$ cat src/rtl/acld_pkg.sv
// Shared types and constants for the ASCII command line decoder.
package acld_pkg;

    localparam int CMD_COUNT = 5;

    typedef enum logic [2:0] {
        ACT_LEDR  = 3'd0,
        ACT_LEDG  = 3'd1,
        ACT_LEDB  = 3'd2,
        ACT_DIR   = 3'd3,
        ACT_MOTOR = 3'd4
    } action_t;

    typedef enum logic [1:0] {
        NUM_BEFORE = 2'd0,
        NUM_IN     = 2'd1,
        NUM_DONE   = 2'd2
    } num_phase_t;

    typedef struct packed {
        num_phase_t  phase;
        logic        negative;
        logic [15:0] acc;
    } num_state_t;

    localparam logic [7:0] CHAR_NUL   = 8'h00;
    localparam logic [7:0] CHAR_TAB   = 8'h09;
    localparam logic [7:0] CHAR_LF    = 8'h0A;
    localparam logic [7:0] CHAR_VT    = 8'h0B;
    localparam logic [7:0] CHAR_FF    = 8'h0C;
    localparam logic [7:0] CHAR_CR    = 8'h0D;
    localparam logic [7:0] CHAR_SPACE = 8'h20;
    localparam logic [7:0] CHAR_PLUS  = 8'h2B;
    localparam logic [7:0] CHAR_MINUS = 8'h2D;
    localparam logic [7:0] CHAR_ZERO  = 8'h30;
    localparam logic [7:0] CHAR_NINE  = 8'h39;

    // prefix text, padded with NUL to eight columns
    localparam logic [7:0] CMD_TEXT [CMD_COUNT][8] = '{
        '{"L", "E", "D", "R", "=", 8'h00, 8'h00, 8'h00},
        '{"L", "E", "D", "G", "=", 8'h00, 8'h00, 8'h00},
        '{"L", "E", "D", "B", "=", 8'h00, 8'h00, 8'h00},
        '{"D", "I", "R", "=", 8'h00, 8'h00, 8'h00, 8'h00},
        '{"M", "O", "T", "O", "R", "=", 8'h00, 8'h00}
    };

    localparam logic [2:0] CMD_LEN [CMD_COUNT] = '{3'd5, 3'd5, 3'd5, 3'd4, 3'd6};

endpackage

$ cat src/rtl/ascii_command_line_decoder.sv
// Top level: streaming decoder of LED, DIR and MOTOR command lines.
//
//  channel | dir | handshake            | payload
//  rx      | in  | rx_valid / rx_ready  | rx_byte[7:0]
//  cmd     | out | cmd_valid / cmd_ready| action[2:0], value[15:0], level
//
// One byte per cycle unless a stalled result holds the input register; a line-end
// byte goes from the input register to the result register, which raises
// cmd_valid.
// Line state updates in the same cycle as the byte leaves the input register.
// Reset clears line state and both valid flags; no clearing pass is needed.
// A stalled result holds the input register; rx_ready is low only during such a stall.
module ascii_command_line_decoder
#(
    parameter int LINE_CAPACITY = 64
)
(
    input  logic        clk,
    input  logic        rst_n,
    input  logic        rx_valid,
    output logic        rx_ready,
    input  logic [7:0]  rx_byte,
    output logic        cmd_valid,
    input  logic        cmd_ready,
    output logic [2:0]  action,
    output logic [15:0] value,
    output logic        level
);

    localparam int POS_W = $clog2(LINE_CAPACITY);
    localparam logic [POS_W-1:0] POS_LAST = POS_W'(LINE_CAPACITY - 1);

    logic                 in_valid_reg;
    logic [7:0]           in_byte_reg;
    logic                 advance;

    logic [POS_W-1:0]     pos_reg, pos_next;
    logic [4:0]           cand_reg, cand_next;
    logic                 ended_reg, ended_next;
    acld_pkg::num_state_t num_reg, num_next, num_stepped;

    logic                 out_valid_reg, out_valid_next;
    logic [2:0]           action_reg, action_next;
    logic [15:0]          value_reg, value_next;
    logic                 level_reg, level_next;

    logic                 is_eol;
    logic                 num_en;
    logic [4:0]           cand_kept;
    logic                 hit;
    logic [2:0]           hit_idx;
    logic [15:0]          signed_val;

    assign advance  = in_valid_reg && (!out_valid_reg || cmd_ready);
    assign rx_ready = !in_valid_reg || advance;

    always_ff @(posedge clk or negedge rst_n)
    begin
        if (!rst_n)
            in_valid_reg <= 1'b0;
        else if (rx_ready)
            in_valid_reg <= rx_valid;
    end

    always_ff @(posedge clk)
    begin
        if (rx_ready && rx_valid)
            in_byte_reg <= rx_byte;
    end

    acld_number u_number
    (
        .rx_char (in_byte_reg),
        .cur     (num_reg),
        .nxt     (num_stepped)
    );

    assign is_eol = (in_byte_reg == acld_pkg::CHAR_LF) || (in_byte_reg == acld_pkg::CHAR_CR);

    always_comb
    begin
        cand_kept = cand_reg;
        num_en    = 1'b0;
        for (int k = 0; k < acld_pkg::CMD_COUNT; k++)
        begin
            if (cand_reg[k])
            begin
                if (pos_reg < POS_W'(acld_pkg::CMD_LEN[k]))
                begin
                    if (in_byte_reg != acld_pkg::CMD_TEXT[k][pos_reg[2:0]])
                        cand_kept[k] = 1'b0;
                end
                else
                begin
                    num_en = 1'b1;
                end
            end
        end
    end

    always_comb
    begin
        hit     = 1'b0;
        hit_idx = 3'd0;
        for (int k = acld_pkg::CMD_COUNT - 1; k >= 0; k--)
        begin
            if (cand_reg[k] && (pos_reg >= POS_W'(acld_pkg::CMD_LEN[k])))
            begin
                hit     = 1'b1;
                hit_idx = 3'(k);
            end
        end
    end

    assign signed_val = num_reg.negative ? (16'd0 - num_reg.acc) : num_reg.acc;

    always_comb
    begin
        pos_next       = pos_reg;
        cand_next      = cand_reg;
        ended_next     = ended_reg;
        num_next       = num_reg;
        out_valid_next = out_valid_reg && !cmd_ready;
        action_next    = action_reg;
        value_next     = value_reg;
        level_next     = level_reg;
        if (advance)
        begin
            if (is_eol)
            begin
                pos_next       = '0;
                cand_next      = '1;
                ended_next     = 1'b0;
                num_next       = '{phase: acld_pkg::NUM_BEFORE, negative: 1'b0, acc: 16'd0};
                if (hit)
                begin
                    out_valid_next = 1'b1;
                    action_next    = hit_idx;
                    if (hit_idx == acld_pkg::ACT_MOTOR)
                    begin
                        value_next = signed_val;
                        level_next = 1'b0;
                    end
                    else
                    begin
                        value_next = {8'd0, signed_val[7:0]};
                        level_next = |signed_val[7:0];
                    end
                end
            end
            else if (!ended_reg && (pos_reg < POS_LAST))
            begin
                if (in_byte_reg == acld_pkg::CHAR_NUL)
                begin
                    ended_next = 1'b1;
                end
                else
                begin
                    cand_next = cand_kept;
                    pos_next  = pos_reg + POS_W'(1);
                    if (num_en)
                        num_next = num_stepped;
                end
            end
        end
    end

    always_ff @(posedge clk or negedge rst_n)
    begin
        if (!rst_n)
        begin
            pos_reg       <= '0;
            cand_reg      <= '1;
            ended_reg     <= 1'b0;
            num_reg       <= '{phase: acld_pkg::NUM_BEFORE, negative: 1'b0, acc: 16'd0};
            out_valid_reg <= 1'b0;
        end
        else
        begin
            pos_reg       <= pos_next;
            cand_reg      <= cand_next;
            ended_reg     <= ended_next;
            num_reg       <= num_next;
            out_valid_reg <= out_valid_next;
        end
    end

    always_ff @(posedge clk)
    begin
        action_reg <= action_next;
        value_reg  <= value_next;
        level_reg  <= level_next;
    end

    assign cmd_valid = out_valid_reg;
    assign action    = action_reg;
    assign value     = value_reg;
    assign level     = level_reg;

endmodule

$ cat src/rtl/acld_number.sv
// Next-state logic for the atoi-style number scan of one character.
module acld_number
(
    input  logic [7:0]           rx_char,
    input  acld_pkg::num_state_t cur,
    output acld_pkg::num_state_t nxt
);

    logic        digit;
    logic        blank;
    logic [15:0] digit_val;
    logic [15:0] acc_x10;

    assign digit = (rx_char >= acld_pkg::CHAR_ZERO) && (rx_char <= acld_pkg::CHAR_NINE);
    assign blank = (rx_char == acld_pkg::CHAR_SPACE) || (rx_char == acld_pkg::CHAR_TAB) ||
                   (rx_char == acld_pkg::CHAR_VT) || (rx_char == acld_pkg::CHAR_FF);
    assign digit_val = {12'd0, rx_char[3:0]};
    assign acc_x10   = {cur.acc[12:0], 3'b000} + {cur.acc[14:0], 1'b0};

    always_comb
    begin
        nxt = cur;
        unique case (cur.phase)
            acld_pkg::NUM_BEFORE:
            begin
                if (blank)
                begin
                    nxt = cur;
                end
                else if ((rx_char == acld_pkg::CHAR_PLUS) || (rx_char == acld_pkg::CHAR_MINUS))
                begin
                    nxt.negative = (rx_char == acld_pkg::CHAR_MINUS);
                    nxt.phase    = acld_pkg::NUM_IN;
                end
                else if (digit)
                begin
                    nxt.acc   = digit_val;
                    nxt.phase = acld_pkg::NUM_IN;
                end
                else
                begin
                    nxt.phase = acld_pkg::NUM_DONE;
                end
            end
            acld_pkg::NUM_IN:
            begin
                if (digit)
                    nxt.acc = acc_x10 + digit_val;
                else
                    nxt.phase = acld_pkg::NUM_DONE;
            end
            acld_pkg::NUM_DONE:
            begin
                nxt = cur;
            end
            default:
            begin
                nxt = cur;
            end
        endcase
    end

endmodule

$ cat config.mk
export PLATFORM = sky130hd
export DESIGN_NAME = ascii_command_line_decoder
export DESIGN_NICKNAME = d
export VERILOG_FILES = /design/src/rtl/acld_pkg.sv /design/src/rtl/ascii_command_line_decoder.sv /design/src/rtl/acld_number.sv
export SDC_FILE = /design/constraint.sdc
export NUM_CORES = 1
export LEC_CHECK = 0
export BUFFER_PORTS_ARGS = -buffer_cell sky130_fd_sc_hd__buf_2
export CORE_ASPECT_RATIO = 0.8
export CORE_MARGIN = 2
export CORE_UTILIZATION = 60
export CTS_CLUSTER_SIZE = 25
export DETAILED_ROUTE_END_ITERATION = 6
export HOLD_SLACK_MARGIN = 0.06
export PLACE_DENSITY = 0.87
export SYNTH_ARGS = -nofsm -noshare
export SYNTH_HDL_FRONTEND = slang
export SYNTH_SLANG_ARGS = --single-unit
$ cat constraint.sdc
create_clock -name clk -period 2.91 [get_ports clk]
set_input_delay 0.291 -clock clk [delete_from_list [all_inputs] [get_ports clk]]
set_output_delay 0.291 -clock clk [all_outputs]
set_load 0.02 [all_outputs]
==> run metrics <==
outcome=completed; Yosys reg bits=61; reg2reg path depth=9; dpl hpwl=about 7.1 mm; P&R area growth vs syn=13.1%; WP data arrival=about 3000 ps; final period utilization=94.7%; CP max FO=3; Cell Chain, Critical Path=fa_1, inv_1, fa_1, nor2b_2, o211ai_1, o211ai_1, or4bb_1, o211ai_1, a22o_1; Worst Setup End Kind=register; cell mode on critical path=o211ai_1; Fin Hold WS=112 ps; root buffer selected by CTS=clkbuf_8; Clock Latency Late Sink=around 350 ps; CTS tree=yes; Peak Freq=around 360 MHz; Largest register FFs=19; largest family of logic cells by synthesized area=compound AO/OA/AOI/OAI gates; dominant cell type by area after synthesis=edfxtp_1; Die Ht=about 80 um; H-tree levels=3; Worst-path clk slew=~70 ps; top cells by area, synth=edfxtp_1 (19%), dfrtp_1 (16%), ha_1 (10%); distinct cell type count after synthesis=between 60 and 70; clock buffer depth=2; fill count=roughly 500; CP Launch Type=register; Final #Nets=approximately 540; Initial Util=a little over three fifths; register area share after synthesis=between 30 and 40%; Min Clock Period, post-route=between 2000 and 3000 ps; Hold Crit Class=in -> reg; first-pass GRT wire length=about 16 mm; Worst Min Path Start=rx_byte[4]; Synth Area in Compound Gates=between 10% and 20%; worst path bufs/invs=1; slowest CP cell=fa_1; Worst-Margin Slew=between 700 and 800 ps; I/O pin count=34; clk_skew=around 8 ps; Placeable Area=between 0.006 and 0.007 mm^2; Crit Path Category=reg -> reg; Tot GR Track Use=a little over a quarter; synth warn=0; number of diodes=0; clock buffer count from CTS=9; worst hold path endpoint=in_byte_reg[4]; top-count cell post-synth=nand2_1; final setup vio count=0; Hold Vio Cnt, Final=0; final wirelength=between 9 and 10 mm; R2R Path Start=in_byte_reg[3]; Final WS setup=between 150 and 200 ps; share of the synthesized area in the top cell type=about a fifth; mux cell area share after synthesis=2.16%; FF-to-FF setup slack=between 150 and 200 ps; syn nets=between 400 and 500; Final Slew Violations=0; Reg-to-Reg End=num_reg[12]; Post-synth top cells=nand2_1 (53), ha_1 (36), dfrtp_1 (28), edfxtp_1 (28), o21ai_0 (28); Port Buffers=33; fin area=~0.005 mm^2; Pleak=between 2 and 2.5 nW; wire length per cell=around 17 um; Clock Sinks=between 60 and 70; Worst slew margin=between 40% and 50%; Avg Cell Area, Syn=around 9.7 um^2; vias in the first global route=roughly 3300; largest net degree at the start of global routing=34; Synth Area in Adders=a little under an eighth; drc violations=0; worst hold path depth=1; Area after DPL=about 0.0046 mm^2; final design utilization=70.6%; number of synthesized flops with an enable pin=28; DIE AREA=between 0.007 and 0.008 mm^2; length of the first detailed-routing pass in iterations=5; drt via density=slightly above 6; fin cells=slightly below 600; Synth Area in Simple Gates=about 17%; Netlist Area Pre-Place=0.00434 mm^2; ys async rst share=between 50% and 60%; global route total overflow=0; CP peak stage delay=slightly below 600 ps; antenna-violating nets left=0; Vias=between 3000 and 4000; CP Depth=9; Critical Path RT=~3200 ps; Setup WS pre-CTS=between 150 and 200 ps; Iter 0 DRT Violations=just under 300; top_reg_cell synth=edfxtp_1; num rows=27; VDD IR max=about 300 uV; share of cells above drive strength 1=17.0%; PwrDens=around 630 mW/mm^2; DIE WIDTH=roughly 99 um; Placer Congestion=~0.91; max cap viols=0; XOR/XNOR Fraction of Synth Area=~8.5%; gate count of the mapped netlist=~450; Worst path top cell family by delay=adder cells; Placed Cells=562; initial antenna violation count=0
-- cell usage in the layout (no fill, tap or decap), types with 4 or more instances in the layout --
cell type  instances
nor2b_1            6
nor2_1            20
nand4_1            5
dfstp_2            5
o211ai_1           5
nor3b_1            4
buf_4             12
o31ai_1           15
buf_2             33
ha_1              36
nor3_1             6
a31oi_1            4
xnor2_1           23
xor2_1            19
inv_1             24
edfxtp_1          28
nand3_1           10
or3_1              8
and3_1             4
o21ai_0           28
bufinv_16          4
nand2b_1           8
clkbuf_8           9
dfrtp_1           28
mux2i_1            6
a21oi_1           25
a21o_1             4
nand2_1           53
-- final cells by class --
cell class / count / area, um^2 / area share, %
timing repair buffer: 47 / 285 / 5.81
inverter: 24 / 90.1 / 1.83
tap: 87 / 109 / 2.22
sequential: 61 / 1670 / 34.1
multi-input combinational: 345 / 2480 / 50.6
clock buffer: 9 / 124 / 2.52
clock inverter: 7 / 146 / 2.98
-- through the flow --
stage | power, mW | setup TNS, ps
finish | 3.11 | 0
floorplan | 1.84 | 0
global route | 3.30 | -17.7
CTS | 3.10 | 0
detailed placement | 2.07 | 0
global placement | 2.02 | 0
-- where the power goes --
group / switching [mW] / internal [mW] / leakage (nW)
clock network: 0.363 / 0.661 / 0.134
registers: 0.108 / 0.997 / 0.725
logic: 0.599 / 0.387 / 1.36
total: 1.07 / 2.05 / 2.22
-- cells by family (layout without fill, tap and decap cells) --
logic type | after synthesis | after routing
and+or+nand+nor | 143 | 143
AOI/OAI and AO/OA | 113 | 113
muxes | 9 | 9
adders and majority gates | 38 | 38
DFF | 61 | 61
buffers and inverters | 43 | 87
xor gates and xnor gates | 42 | 42
-- per-layer routing --
layer | routed length, um | vias to the layer above | track usage (%)
li1 | - | 1716 | -
met1 | 4460 | 1685 | 37.5
met2 | 4420 | 150 | 39.9
met3 | 734 | 13 | 6.88
met4 | 102 | 0 | 7.12
met5 | 0 | - | 0
-- worst register-to-register path, cell delays in order, from the launching register on --
cell and delay (ps):
edfxtp_1 420, fa_1 590, inv_1 70, fa_1 450
nor2b_2 140, o211ai_1 90, o211ai_1 160, or4bb_1 520
o211ai_1 110, a22o_1 140
-- worst max-delay path by stage --
stage | startpoint | end | slack, ps
after floorplan | num_reg[2] | num_reg[12] | 220
after global placement | in_byte_reg[3] | num_reg[12] | 240
after detailed placement | in_byte_reg[3] | num_reg[12] | 150
after CTS | in_byte_reg[3] | num_reg[12] | 110
after global routing | in_byte_reg[3] | num_reg[12] | -20
final | in_byte_reg[3] | num_reg[12] | 150
-- repair_timing --
| item | in CTS | in global routing |
|---|---|---|
| hold endpoints to repair | 28 | 0 |
| buffers inserted | 0 | 1 |
| hold buffers | 1 | 0 |
| gates resized for setup | 0 | 1 |
| setup endpoints to repair | 0 | 1 |
Note: power is estimated with default switching activity, not from simulation.
